**config.mk**
```make
export PLATFORM = sky130hd
export DESIGN_NAME = aging_neighbor_table_flat
export DESIGN_NICKNAME = d
export VERILOG_FILES = /design/src/hdl/ant_pkg.sv /design/src/hdl/ant_req_if.sv /design/src/hdl/ant_rsp_if.sv /design/src/hdl/ant_ram.sv /design/src/hdl/ant_ctrl.sv /design/src/hdl/ant_dpath.sv /design/src/hdl/aging_neighbor_table.sv /design/src/flat_wrapper.sv
export VERILOG_INCLUDE_DIRS = /design/src /design/src/hdl
export SDC_FILE = /design/constraint.sdc
export NUM_CORES = 2
export LEC_CHECK = 0
export ABC_AREA = 0
export ABC_CLOCK_PERIOD_IN_PS = 13720
export BUFFER_PORTS_ARGS = -buffer_cell sky130_fd_sc_hd__buf_4
export CAP_MARGIN = 30
export CORE_AREA = 2 2 385 387
export CTS_BUF_LIST = sky130_fd_sc_hd__clkbuf_16
export CTS_CLUSTER_SIZE = 25
export DETAILED_ROUTE_END_ITERATION = 8
export DIE_AREA = 0 0 387 389
export GPL_ROUTABILITY_DRIVEN = 1
export HOLD_SLACK_MARGIN = 0.05
export PLACE_DENSITY = 0.71
export SLEW_MARGIN = 20
export SYNTH_ARGS = -nofsm -noshare
export SYNTH_HDL_FRONTEND = slang
export SYNTH_SLANG_ARGS = --single-unit
```
**constraint.sdc**
```tcl
create_clock -name clock -period 13.72 [get_ports clock]
set_clock_uncertainty 0.15 [all_clocks]
set_input_delay 2.058 -clock clock [delete_from_list [all_inputs] [get_ports clock]]
set_output_delay 2.058 -clock clock [all_outputs]
set_load 0.1 [all_outputs]
```
**src/hdl/aging_neighbor_table_macros.svh**
```systemverilog
// Assertion macros shared by the neighbor table RTL.
// Expects signals named clock and reset in the scope of each use.
`ifndef AGING_NEIGHBOR_TABLE_MACROS_SVH
`define AGING_NEIGHBOR_TABLE_MACROS_SVH

// same-cycle implication, disabled during reset
`define ANT_ASSERT_NOW(label, ante, cons, msg) \
   label: assert property (@(posedge clock) disable iff (reset) (ante) |-> (cons)) \
      else $error(msg);

// next-cycle implication, disabled during reset
`define ANT_ASSERT_NEXT(label, ante, cons, msg) \
   label: assert property (@(posedge clock) disable iff (reset) (ante) |=> (cons)) \
      else $error(msg);

`endif

```
**src/hdl/ant_pkg.sv**
```systemverilog
// Package for the aging neighbor table: widths, codes, record layout and
// controller/datapath command and status structs. No dependencies.
package ant_pkg;

   localparam int unsigned ANT_TABLE_ENTRIES = 16;

   localparam int unsigned CMD_W    = 2;
   localparam int unsigned ADDR_W   = 48;
   localparam int unsigned RSSI_W   = 8;
   localparam int unsigned BATT_W   = 16;
   localparam int unsigned TEMP_W   = 16;
   localparam int unsigned AGE_W    = 16;
   localparam int unsigned STATUS_W = 3;
   localparam int unsigned SLOT_W   = 4;

   localparam logic [AGE_W-1:0] MAX_AGE_RESET = 16'd60;

   localparam logic [CMD_W-1:0] CMD_REPORT = 2'd0;
   localparam logic [CMD_W-1:0] CMD_TICK   = 2'd1;
   localparam logic [CMD_W-1:0] CMD_TAKE   = 2'd2;

   localparam logic [STATUS_W-1:0] ST_NEW     = 3'd0;
   localparam logic [STATUS_W-1:0] ST_UPDATED = 3'd1;
   localparam logic [STATUS_W-1:0] ST_FULL    = 3'd2;
   localparam logic [STATUS_W-1:0] ST_TICK    = 3'd3;
   localparam logic [STATUS_W-1:0] ST_TAKEN   = 3'd4;
   localparam logic [STATUS_W-1:0] ST_NONE    = 3'd5;

   typedef struct packed {
      logic [ADDR_W-1:0] addr;
      logic [AGE_W-1:0]  age;
      logic              sent;
      logic [RSSI_W-1:0] rssi;
      logic [BATT_W-1:0] batt;
      logic [TEMP_W-1:0] temp;
   } ant_rec_type;

   // controller -> datapath
   typedef struct packed {
      logic start;     // capture request, restart scan
      logic scan;      // walk the table
      logic finish;    // close out a scan without a hit
      logic rsp_load;  // move result into the output register
   } ant_ctl_type;

   // datapath -> controller
   typedef struct packed {
      logic scan_end;  // last slot is being evaluated
      logic hit;       // current slot ends the item early
      logic rsp_full;  // output register holds an untaken item
   } ant_stat_type;

endpackage

```
**src/hdl/ant_req_if.sv**
```systemverilog
// Request channel of the neighbor table: valid/ready plus parsed fields.
// Depends on ant_pkg.
interface ant_req_if;
   import ant_pkg::*;

   logic              valid;
   logic              ready;
   logic [CMD_W-1:0]  command;
   logic [ADDR_W-1:0] node_address;
   logic [RSSI_W-1:0] signal_strength;
   logic [BATT_W-1:0] battery_level;
   logic [TEMP_W-1:0] temperature_word;

   modport source (output valid, command, node_address, signal_strength,
                   battery_level, temperature_word, input ready);
   modport sink   (input valid, command, node_address, signal_strength,
                   battery_level, temperature_word, output ready);
endinterface

```
**src/hdl/ant_rsp_if.sv**
```systemverilog
// Response channel of the neighbor table: valid/ready plus result fields.
// Depends on ant_pkg.
interface ant_rsp_if;
   import ant_pkg::*;

   logic                valid;
   logic                ready;
   logic [STATUS_W-1:0] status;
   logic [SLOT_W-1:0]   slot_index;
   logic [ADDR_W-1:0]   out_address;
   logic [RSSI_W-1:0]   out_strength;
   logic [BATT_W-1:0]   out_battery;
   logic [TEMP_W-1:0]   out_temperature;

   modport source (output valid, status, slot_index, out_address, out_strength,
                   out_battery, out_temperature, input ready);
   modport sink   (input valid, status, slot_index, out_address, out_strength,
                   out_battery, out_temperature, output ready);
endinterface

```
**src/hdl/ant_ram.sv**
```systemverilog
// Generic single-write, single-read RAM with registered read data.
// No dependencies.
module ant_ram #(
   parameter int unsigned WIDTH = 8,
   parameter int unsigned DEPTH = 16,
   localparam int unsigned AW = (DEPTH > 1) ? $clog2(DEPTH) : 1
) (
   input  logic             clock,
   input  logic             we,
   input  logic [AW-1:0]    waddr,
   input  logic [WIDTH-1:0] wdata,
   input  logic             re,
   input  logic [AW-1:0]    raddr,
   output logic [WIDTH-1:0] rdata
);
   logic [WIDTH-1:0] mem_ff [DEPTH];
   logic [WIDTH-1:0] rdata_ff;

   always_ff @(posedge clock) begin
      if (we) begin
         mem_ff[waddr] <= wdata;
      end
      if (re) begin
         rdata_ff <= mem_ff[raddr];
      end
   end

   assign rdata = rdata_ff;
endmodule

```
**src/hdl/ant_ctrl.sv**
```systemverilog
// Controller of the neighbor table: sequences accept, scan, finish and
// output load. Depends on ant_pkg and the assertion macro header.
`include "aging_neighbor_table_macros.svh"

module ant_ctrl (
   input  logic                  clock,
   input  logic                  reset,
   input  logic                  req_valid,
   output logic                  req_ready,
   input  logic                  rsp_ready,
   input  ant_pkg::ant_stat_type stat,
   output ant_pkg::ant_ctl_type  ctl
);
   import ant_pkg::*;

   typedef enum logic [3:0] {
      S_IDLE   = 4'b0001,
      S_SCAN   = 4'b0010,
      S_FINISH = 4'b0100,
      S_OUTPUT = 4'b1000
   } state_type;

   state_type state_ff, state_in;

   always_comb begin
      state_in  = state_ff;
      ctl       = '0;
      req_ready = 1'b0;
      case (state_ff)
         S_IDLE: begin
            req_ready = !reset;
            if (req_valid && !reset) begin
               ctl.start = 1'b1;
               state_in  = S_SCAN;
            end
         end
         S_SCAN: begin
            ctl.scan = 1'b1;
            if (stat.hit) begin
               state_in = S_OUTPUT;
            end else if (stat.scan_end) begin
               state_in = S_FINISH;
            end
         end
         S_FINISH: begin
            ctl.finish = 1'b1;
            state_in   = S_OUTPUT;
         end
         S_OUTPUT: begin
            if (!stat.rsp_full || rsp_ready) begin
               ctl.rsp_load = 1'b1;
               state_in     = S_IDLE;
            end
         end
         default: begin
            state_in = S_IDLE;
         end
      endcase
   end

   always_ff @(posedge clock) begin
      if (reset) begin
         state_ff <= S_IDLE;
      end else begin
         state_ff <= state_in;
      end
   end

   `ANT_ASSERT_NOW(a_load_free, ctl.rsp_load, !stat.rsp_full || rsp_ready, "output overwritten")
   `ANT_ASSERT_NEXT(a_scan_stops, stat.scan_end, state_ff != S_SCAN, "scan ran past the table")
endmodule

```
**src/hdl/ant_dpath.sv**
```systemverilog
// Datapath of the neighbor table: request capture, valid bits, record RAM,
// scan pipeline, result and output registers. Depends on ant_pkg, ant_ram.
`include "aging_neighbor_table_macros.svh"

module ant_dpath #(
   parameter int unsigned TABLE_ENTRIES = ant_pkg::ANT_TABLE_ENTRIES
) (
   input  logic                            clock,
   input  logic                            reset,
   input  ant_pkg::ant_ctl_type            ctl,
   output ant_pkg::ant_stat_type           stat,
   input  logic                            csr_we,
   input  logic [ant_pkg::AGE_W-1:0]       csr_wdata,
   input  logic [ant_pkg::CMD_W-1:0]       req_command,
   input  logic [ant_pkg::ADDR_W-1:0]      req_node_address,
   input  logic [ant_pkg::RSSI_W-1:0]      req_signal_strength,
   input  logic [ant_pkg::BATT_W-1:0]      req_battery_level,
   input  logic [ant_pkg::TEMP_W-1:0]      req_temperature_word,
   input  logic                            rsp_ready,
   output logic                            rsp_valid,
   output logic [ant_pkg::STATUS_W-1:0]    rsp_status,
   output logic [ant_pkg::SLOT_W-1:0]      rsp_slot_index,
   output logic [ant_pkg::ADDR_W-1:0]      rsp_out_address,
   output logic [ant_pkg::RSSI_W-1:0]      rsp_out_strength,
   output logic [ant_pkg::BATT_W-1:0]      rsp_out_battery,
   output logic [ant_pkg::TEMP_W-1:0]      rsp_out_temperature
);
   import ant_pkg::*;

   localparam int unsigned IW    = (TABLE_ENTRIES > 1) ? $clog2(TABLE_ENTRIES) : 1;
   localparam int unsigned CW    = $clog2(TABLE_ENTRIES + 1);
   localparam int unsigned REC_W = $bits(ant_rec_type);

   // captured request
   logic [CMD_W-1:0]  cmd_ff;
   logic [ADDR_W-1:0] addr_ff;
   logic [RSSI_W-1:0] rssi_ff;
   logic [BATT_W-1:0] batt_ff;
   logic [TEMP_W-1:0] temp_ff;

   logic [AGE_W-1:0]         max_age_ff;
   logic [TABLE_ENTRIES-1:0] valid_ff, valid_in;

   // scan: read slot rd_cnt, evaluate slot eval_idx in the next cycle
   logic [CW-1:0] rd_cnt_ff, rd_cnt_in;
   logic          eval_vld_ff, eval_vld_in;
   logic [IW-1:0] eval_idx_ff, eval_idx_in;
   logic          free_found_ff, free_found_in;
   logic [IW-1:0] free_idx_ff, free_idx_in;

   // pending result
   logic [STATUS_W-1:0] res_status_ff, res_status_in;
   logic [SLOT_W-1:0]   res_slot_ff, res_slot_in;
   ant_rec_type         res_rec_ff, res_rec_in;

   logic                rsp_valid_ff, rsp_valid_in;
   logic [STATUS_W-1:0] rsp_status_ff;
   logic [SLOT_W-1:0]   rsp_slot_ff;
   ant_rec_type         rsp_rec_ff;

   logic              ram_we, ram_re;
   logic [IW-1:0]     ram_waddr, ram_raddr;
   ant_rec_type       ram_wrec, rd_rec;
   logic [REC_W-1:0]  ram_rdata;

   logic              eval_on, slot_valid, addr_match, hit;
   logic [AGE_W:0]    age_next;
   logic              expire;

   ant_ram #(
      .WIDTH (REC_W),
      .DEPTH (TABLE_ENTRIES)
   ) u_rec_ram (
      .clock (clock),
      .we    (ram_we),
      .waddr (ram_waddr),
      .wdata (REC_W'(ram_wrec)),
      .re    (ram_re),
      .raddr (ram_raddr),
      .rdata (ram_rdata)
   );

   assign rd_rec     = ant_rec_type'(ram_rdata);
   assign eval_on    = ctl.scan && eval_vld_ff;
   assign slot_valid = valid_ff[eval_idx_ff];
   assign addr_match = (rd_rec.addr == addr_ff);
   assign age_next   = {1'b0, rd_rec.age} + {{AGE_W{1'b0}}, 1'b1};
   assign expire     = (age_next > {1'b0, max_age_ff});
   assign hit        = eval_on && slot_valid &&
                       (((cmd_ff == CMD_REPORT) && addr_match) ||
                        ((cmd_ff == CMD_TAKE) && !rd_rec.sent));

   assign ram_re    = ctl.scan && (rd_cnt_ff < CW'(TABLE_ENTRIES));
   assign ram_raddr = rd_cnt_ff[IW-1:0];

   always_comb begin
      rd_cnt_in     = rd_cnt_ff;
      eval_vld_in   = ram_re;
      eval_idx_in   = ram_raddr;
      free_found_in = free_found_ff;
      free_idx_in   = free_idx_ff;
      if (ctl.start) begin
         rd_cnt_in     = '0;
         eval_vld_in   = 1'b0;
         free_found_in = 1'b0;
      end else if (ram_re) begin
         rd_cnt_in = rd_cnt_ff + CW'(1);
      end
      if (eval_on && !slot_valid && !free_found_ff && (cmd_ff == CMD_REPORT)) begin
         free_found_in = 1'b1;
         free_idx_in   = eval_idx_ff;
      end
   end

   always_comb begin
      ram_we    = 1'b0;
      ram_waddr = eval_idx_ff;
      ram_wrec  = rd_rec;
      valid_in  = valid_ff;
      if (eval_on && slot_valid) begin
         case (cmd_ff)
            CMD_REPORT: begin
               if (addr_match) begin
                  ram_we        = 1'b1;
                  ram_wrec.rssi = rssi_ff;
                  ram_wrec.batt = batt_ff;
                  ram_wrec.temp = temp_ff;
               end
            end
            CMD_TICK: begin
               if (expire) begin
                  valid_in[eval_idx_ff] = 1'b0;
               end else begin
                  ram_we       = 1'b1;
                  ram_wrec.age = age_next[AGE_W-1:0];
               end
            end
            CMD_TAKE: begin
               if (!rd_rec.sent) begin
                  ram_we        = 1'b1;
                  ram_wrec.sent = 1'b1;
               end
            end
            default: begin
               ram_we = 1'b0;
            end
         endcase
      end
      if (ctl.finish && (cmd_ff == CMD_REPORT) && free_found_ff) begin
         ram_we                = 1'b1;
         ram_waddr             = free_idx_ff;
         ram_wrec.addr         = addr_ff;
         ram_wrec.age          = '0;
         ram_wrec.sent         = 1'b0;
         ram_wrec.rssi         = rssi_ff;
         ram_wrec.batt         = batt_ff;
         ram_wrec.temp         = temp_ff;
         valid_in[free_idx_ff] = 1'b1;
      end
   end

   always_comb begin
      res_status_in = res_status_ff;
      res_slot_in   = res_slot_ff;
      res_rec_in    = res_rec_ff;
      if (hit) begin
         res_slot_in = SLOT_W'(eval_idx_ff);
         res_rec_in  = '0;
         if (cmd_ff == CMD_TAKE) begin
            res_status_in = ST_TAKEN;
            res_rec_in    = rd_rec;
         end else begin
            res_status_in = ST_UPDATED;
         end
      end else if (ctl.finish) begin
         res_slot_in = '0;
         res_rec_in  = '0;
         case (cmd_ff)
            CMD_REPORT: begin
               if (free_found_ff) begin
                  res_status_in = ST_NEW;
                  res_slot_in   = SLOT_W'(free_idx_ff);
               end else begin
                  res_status_in = ST_FULL;
               end
            end
            CMD_TICK: res_status_in = ST_TICK;
            default:  res_status_in = ST_NONE;
         endcase
      end
   end

   always_comb begin
      rsp_valid_in = rsp_valid_ff;
      if (ctl.rsp_load) begin
         rsp_valid_in = 1'b1;
      end else if (rsp_ready) begin
         rsp_valid_in = 1'b0;
      end
   end

   always_ff @(posedge clock) begin
      if (reset) begin
         max_age_ff    <= MAX_AGE_RESET;
         valid_ff      <= '0;
         eval_vld_ff   <= 1'b0;
         free_found_ff <= 1'b0;
         rsp_valid_ff  <= 1'b0;
      end else begin
         if (csr_we) begin
            max_age_ff <= csr_wdata;
         end
         valid_ff      <= valid_in;
         eval_vld_ff   <= eval_vld_in;
         free_found_ff <= free_found_in;
         rsp_valid_ff  <= rsp_valid_in;
      end
   end

   always_ff @(posedge clock) begin
      if (ctl.start) begin
         cmd_ff  <= req_command;
         addr_ff <= req_node_address;
         rssi_ff <= req_signal_strength;
         batt_ff <= req_battery_level;
         temp_ff <= req_temperature_word;
      end
      rd_cnt_ff     <= rd_cnt_in;
      eval_idx_ff   <= eval_idx_in;
      free_idx_ff   <= free_idx_in;
      res_status_ff <= res_status_in;
      res_slot_ff   <= res_slot_in;
      res_rec_ff    <= res_rec_in;
      if (ctl.rsp_load) begin
         rsp_status_ff <= res_status_ff;
         rsp_slot_ff   <= res_slot_ff;
         rsp_rec_ff    <= res_rec_ff;
      end
   end

   assign stat.scan_end = eval_on && (eval_idx_ff == IW'(TABLE_ENTRIES - 1));
   assign stat.hit      = hit;
   assign stat.rsp_full = rsp_valid_ff;

   assign rsp_valid           = rsp_valid_ff;
   assign rsp_status          = rsp_status_ff;
   assign rsp_slot_index      = rsp_slot_ff;
   assign rsp_out_address     = rsp_rec_ff.addr;
   assign rsp_out_strength    = rsp_rec_ff.rssi;
   assign rsp_out_battery     = rsp_rec_ff.batt;
   assign rsp_out_temperature = rsp_rec_ff.temp;

   `ANT_ASSERT_NOW(a_ram_no_collide, ram_we && ram_re, ram_waddr != ram_raddr, "read and write hit one slot")
   `ANT_ASSERT_NEXT(a_new_sets_valid, ctl.finish && (cmd_ff == CMD_REPORT) && free_found_ff, $countones(valid_ff) == $countones($past(valid_ff)) + 1, "new entry not marked valid")
endmodule

```
**src/hdl/aging_neighbor_table.sv**
```systemverilog
// Aging neighbor table.
// req_chan (valid/ready) carries one command item: report a node record,
// age the table by one tick, or take the next unsent record. rsp_chan
// returns exactly one result item per command, in order.
// csr_we/csr_wdata write max_age; write only while the block is idle.
// Each item walks the record RAM one slot per cycle through its single
// read port; a report or take that finds its slot early ends the walk
// there. One item is in work at a time; req_chan.ready is high only
// between items.
// The result sits in an output register; a stalled receiver holds it
// there, and the next item may still be accepted and worked on, waiting
// only for the register to be freed before its own result is loaded.
// Reset clears all valid bits at once, returns max_age to 60 and drops
// any pending result; req_chan.ready stays low while reset is high.
// Depends on ant_pkg, the channel interfaces, ant_ctrl, ant_dpath, ant_ram.
module aging_neighbor_table #(
   parameter int unsigned TABLE_ENTRIES = ant_pkg::ANT_TABLE_ENTRIES
) (
   input  logic                      clock,
   input  logic                      reset,
   ant_req_if.sink                   req_chan,
   ant_rsp_if.source                 rsp_chan,
   input  logic                      csr_we,
   input  logic [ant_pkg::AGE_W-1:0] csr_wdata
);
   import ant_pkg::*;

   ant_ctl_type  ctl;
   ant_stat_type stat;

   ant_ctrl u_ctrl (
      .clock     (clock),
      .reset     (reset),
      .req_valid (req_chan.valid),
      .req_ready (req_chan.ready),
      .rsp_ready (rsp_chan.ready),
      .stat      (stat),
      .ctl       (ctl)
   );

   ant_dpath #(
      .TABLE_ENTRIES (TABLE_ENTRIES)
   ) u_dpath (
      .clock                (clock),
      .reset                (reset),
      .ctl                  (ctl),
      .stat                 (stat),
      .csr_we               (csr_we),
      .csr_wdata            (csr_wdata),
      .req_command          (req_chan.command),
      .req_node_address     (req_chan.node_address),
      .req_signal_strength  (req_chan.signal_strength),
      .req_battery_level    (req_chan.battery_level),
      .req_temperature_word (req_chan.temperature_word),
      .rsp_ready            (rsp_chan.ready),
      .rsp_valid            (rsp_chan.valid),
      .rsp_status           (rsp_chan.status),
      .rsp_slot_index       (rsp_chan.slot_index),
      .rsp_out_address      (rsp_chan.out_address),
      .rsp_out_strength     (rsp_chan.out_strength),
      .rsp_out_battery      (rsp_chan.out_battery),
      .rsp_out_temperature  (rsp_chan.out_temperature)
   );
endmodule

```
**src/flat_wrapper.sv**
```systemverilog
// flat-port wrapper written by rule: the top's interface ports become plain ports
module aging_neighbor_table_flat import ant_pkg::*;
#(
   parameter int unsigned TABLE_ENTRIES = ant_pkg::ANT_TABLE_ENTRIES
)
  (clock, reset, csr_we, csr_wdata, req_chan_valid, req_chan_command, req_chan_node_address, req_chan_signal_strength, req_chan_battery_level, req_chan_temperature_word, req_chan_ready, rsp_chan_valid, rsp_chan_status, rsp_chan_slot_index, rsp_chan_out_address, rsp_chan_out_strength, rsp_chan_out_battery, rsp_chan_out_temperature, rsp_chan_ready);
  ant_req_if req_chan_i ();
  ant_rsp_if rsp_chan_i ();
  input  logic clock;
  input  logic reset;
  input  logic csr_we;
  input  logic [ant_pkg::AGE_W-1:0] csr_wdata;
  input wire logic [$bits(req_chan_i.valid)-1:0] req_chan_valid;
  input wire logic [$bits(req_chan_i.command)-1:0] req_chan_command;
  input wire logic [$bits(req_chan_i.node_address)-1:0] req_chan_node_address;
  input wire logic [$bits(req_chan_i.signal_strength)-1:0] req_chan_signal_strength;
  input wire logic [$bits(req_chan_i.battery_level)-1:0] req_chan_battery_level;
  input wire logic [$bits(req_chan_i.temperature_word)-1:0] req_chan_temperature_word;
  output wire logic [$bits(req_chan_i.ready)-1:0] req_chan_ready;
  output wire logic [$bits(rsp_chan_i.valid)-1:0] rsp_chan_valid;
  output wire logic [$bits(rsp_chan_i.status)-1:0] rsp_chan_status;
  output wire logic [$bits(rsp_chan_i.slot_index)-1:0] rsp_chan_slot_index;
  output wire logic [$bits(rsp_chan_i.out_address)-1:0] rsp_chan_out_address;
  output wire logic [$bits(rsp_chan_i.out_strength)-1:0] rsp_chan_out_strength;
  output wire logic [$bits(rsp_chan_i.out_battery)-1:0] rsp_chan_out_battery;
  output wire logic [$bits(rsp_chan_i.out_temperature)-1:0] rsp_chan_out_temperature;
  input wire logic [$bits(rsp_chan_i.ready)-1:0] rsp_chan_ready;
  assign req_chan_i.valid = req_chan_valid;
  assign req_chan_i.command = req_chan_command;
  assign req_chan_i.node_address = req_chan_node_address;
  assign req_chan_i.signal_strength = req_chan_signal_strength;
  assign req_chan_i.battery_level = req_chan_battery_level;
  assign req_chan_i.temperature_word = req_chan_temperature_word;
  assign req_chan_ready = req_chan_i.ready;
  assign rsp_chan_valid = rsp_chan_i.valid;
  assign rsp_chan_status = rsp_chan_i.status;
  assign rsp_chan_slot_index = rsp_chan_i.slot_index;
  assign rsp_chan_out_address = rsp_chan_i.out_address;
  assign rsp_chan_out_strength = rsp_chan_i.out_strength;
  assign rsp_chan_out_battery = rsp_chan_i.out_battery;
  assign rsp_chan_out_temperature = rsp_chan_i.out_temperature;
  assign rsp_chan_i.ready = rsp_chan_ready;
  aging_neighbor_table #(.TABLE_ENTRIES(TABLE_ENTRIES)) u_core (.clock(clock), .reset(reset), .req_chan(req_chan_i), .rsp_chan(rsp_chan_i), .csr_we(csr_we), .csr_wdata(csr_wdata));
endmodule
```
==> impl_results.md <==
- Max-cap violations: 0
- GRT overflow: 0
- Crit end category: register
- Largest net degree at the start of global routing: about 120
- Register area: 0.06311 mm2
- Crit path DAT: 6.97 ns
- IO Pins: 208
- Number of gates resized after CTS: 0
- Root buf cell: clkbuf_16
- Fin cells: roughly 5.9k
- Tightest Pin Transition: approximately 1.0 ns
- Final period utilization: around half
- FILL cells: 9,564
- Nets@finish: slightly below 4k
- Postcts setup bufs: 0
- Critical path's slowest cell: buf_4
- Final hold violation count: 0
- Cells after DPL: between 5k and 6k
- Fin. max-slew vios: 0
- Clock buffer depth: 3
- Most frequent cell after synthesis: edfxtp_1
- Number of setup violations in the final report: 0
- Die Ht: roughly 390 um
- Worst min-delay path class: register to register
- Post-synth top cells: edfxtp_1 (2,069), mux4_2 (527), nand2_1 (167)
- VDD IR max: about 0.00014 V
- Slew headroom: between 30% and 40%
- Initial antenna violation count: 7
- Static leakage: between 20 and 30 nW
- Ratio of cells with drive above 1 in the final layout: between 20 and 30%
- Post-Syn Area: about 0.080 mm2
- Clk sinks: between 2k and 2.5k
- Initial Util: a little over half
- Startpoint Class: register
- WP buf/inv: 4
- Crit path max fanout: 48
- Final critical-path required period: 6.676 ns
- Multi-input logic area: 0.01645 mm2
- Mean area per synthesized cell: 22.88 um2
- Initial drt markers: approximately 4.3k
- Via/cell ratio: approximately 6.3
- Crit path kind: register to register
- Port bufs: ~210
- CTS tree: built
- Final HPWL DP: 95,890 um
- Crit-path cells: nand3_1 -> nor2_1 -> nand2_1 -> nor2_1 -> nand3_1 -> xnor2_1 -> ha_1 -> and3_1 -> a221o_1 -> a31oi_1 -> o21ai_0 -> a211oi_2 -> buf_4 -> o311ai_2 -> a21oi_4 -> buf_4 -> buf_16 -> buf_4
- RSZ-0062 raised after global routing: no
- Top_reg_cell synth: edfxtp_1
- Setup TNS: 0 ns
- Top cells by area, synth: edfxtp_1 (78%), mux4_2 (15%), dfxtp_1 (1.2%)
- Ys Warns: 0
- Synthesized flop and latch total: 2,117
- Mean routed wirelength per cell: 30.24 um
- Residual DRC: 0
- Synth unique cells: 66
- GPL Wtd Cong: about 0.8
- Area growth, synth to finish: 14.09%
- CP dominant cell by count: buf_4
- Die width: 387 um
- Delay-heaviest family, CP: compound AO/OA/AOI/OAI gates
- Cts-stage hold buffer count: 0
- Fmax: between 0.1 and 0.15 GHz
- Detail Route Antenna Nets: 0
- Number of flops mapped to enable cells by yosys: 2,069
- Sequential area share after synthesis: around four fifths
- CTS H-tree depth: 4
- Cells after Synth: about 3.5k
- Num CTS Buffers: ~200
- Routed wire length: 179,400 um
- First-pass GRT wire length: between 200,000 and 300,000 um
- Die Area: around 0.15 mm2
- Yosys top cell area share: between 70% and 80%
- Via count: around 37k
- Synth area leader: edfxtp_1
- FP Rows: about 140
- Clk Latency, worst-skew pair: between 0.8 and 0.9 ns
- DRT Pass-1 Iters: 8
- Post-Syn Nets: 3,630
- Pwr dens: between 150 and 200 mW/mm2
- Clock transition at the registers of the reported paths: roughly 0.06 ns
- Status: finished clean
- Core area: ~0.15 mm2
- Vias in the first global route: between 30k and 40k
- Max stage delay on crit path: between 0.7 and 0.8 ns
- Worst Path Required: between 10 and 15 ns
- Gr usage total: about a quarter
- Async set-reset flop share out of synthesis: 0%
- Power Total: between 10 and 15 mW
[stage by stage]
stage,worst slack (ns),utilization (%),cell area (um2),hold WS [ns]
6_report,7.044,62.33,91380,0.2556
5_1_grt,6.689,62.33,91380,0.2665
4_1_cts,7.064,62.28,91310,0.2592
3_5_place_dp,7.113,57.62,84470,0.2545
3_3_place_gp,7.041,57.44,84210,0.2506
2_1_floorplan,4.623,-,80100,0.1790
[where the power goes]
part / internal, mW / total [mW] / switching (mW)
Clock: 3.25 / 5.67 / 2.42
Combinational: 0.630 / 1.18 / 0.551
Sequential: 7.11 / 7.15 / 0.0458
[final timing paths]
path | start | end | slack (ns) | depth (start not counted)
worst max-delay path | u_core.u_dpath.u_rec_ram.rdata[43]$_DFFE_PP_ | u_core.u_dpath.u_rec_ram.mem_ff[7][1]$_DFFE_PP_ | 7.04 | 18
worst min-delay path | u_core.u_dpath.res_rec_ff[104]$_SDFFCE_PN0P_ | u_core.u_dpath.rsp_out_address[47]$_DFFE_PP_ | 0.26 | 0
worst max register to register | u_core.u_dpath.u_rec_ram.rdata[43]$_DFFE_PP_ | u_core.u_dpath.u_rec_ram.mem_ff[7][1]$_DFFE_PP_ | 7.04 | 18
worst min register to register | u_core.u_dpath.res_rec_ff[104]$_SDFFCE_PN0P_ | u_core.u_dpath.rsp_out_address[47]$_DFFE_PP_ | 0.26 | 0
[layout by cell type (no fill, tap or decap), drive strengths merged, types with 7 or more instances in the layout]
master	n
nor2b	9
o21ai	18
mux4	529
clkbuf	203
xnor2	56
dfxtp	48
nor2	49
edfxtp	2069
clkinv	98
nor4	8
nand3	15
or3	7
mux2i	18
buf	289
nand4	23
xor2	9
mux2	40
inv	71
bufinv	29
nand2	167
a311oi	14
nor3	14
a21oi	47
and2	88
ha	18
[flip-flops by register name, indices dropped and copies added (netlist names), 5 cells and up]
signal,cells
u_core.u_dpath.u_rec_ram.rdata,105
u_core.u_dpath.rssi_ff,8
u_core.u_dpath.rsp_out_address,48
u_core.u_dpath.max_age_ff,16
u_core.u_dpath.u_rec_ram.mem_ff,1680
u_core.u_dpath.rsp_out_temperature,16
u_core.u_dpath.addr_ff,48
u_core.u_dpath.res_rec_ff,88
u_core.u_dpath.rd_cnt_ff,5
u_core.u_dpath.valid_ff,16
u_core.u_dpath.batt_ff,16
u_core.u_dpath.rsp_out_strength,8
u_core.u_dpath.temp_ff,16
u_core.u_dpath.rsp_out_battery,16
[routing by layer]
layer | GRT usage, % | up-vias | share of wire, %
li1 | - | 15300 | -
met1 | 35.74 | 19920 | 41
met2 | 37.70 | 1846 | 48
met3 | 4.403 | 222 | 8.7
met4 | 5.319 | 2 | 1.5
met5 | 0 | - | 0.0072
[cells by family (layout without fill, tap and decap cells)]
logic type                 after synthesis  in the layout  share of synthesized area (%)
AOI/OAI and AO/OA                      120            120                          1.009
other                                    0              1                              0
xor gates and xnor gates                65             65                         0.7108
buffers and inverters                  194            695                         0.9982
and+or+nand+nor                        400            400                          2.545
adders and majority gates               18             18                         0.2812
DFF                                   2117           2117                          78.77
muxes                                  587            587                          15.69
[cell type report]
cell class	instances	area share (%)
multi-input combinational	1190	18.00
clock inverter	174	1.951
antenna	1	0.002738
tap	1930	2.643
timing repair buffer	290	2.697
clock buffer	202	5.532
sequential	2117	69.06
inverter	29	0.1191
Note: power is estimated with default switching activity, not from simulation.
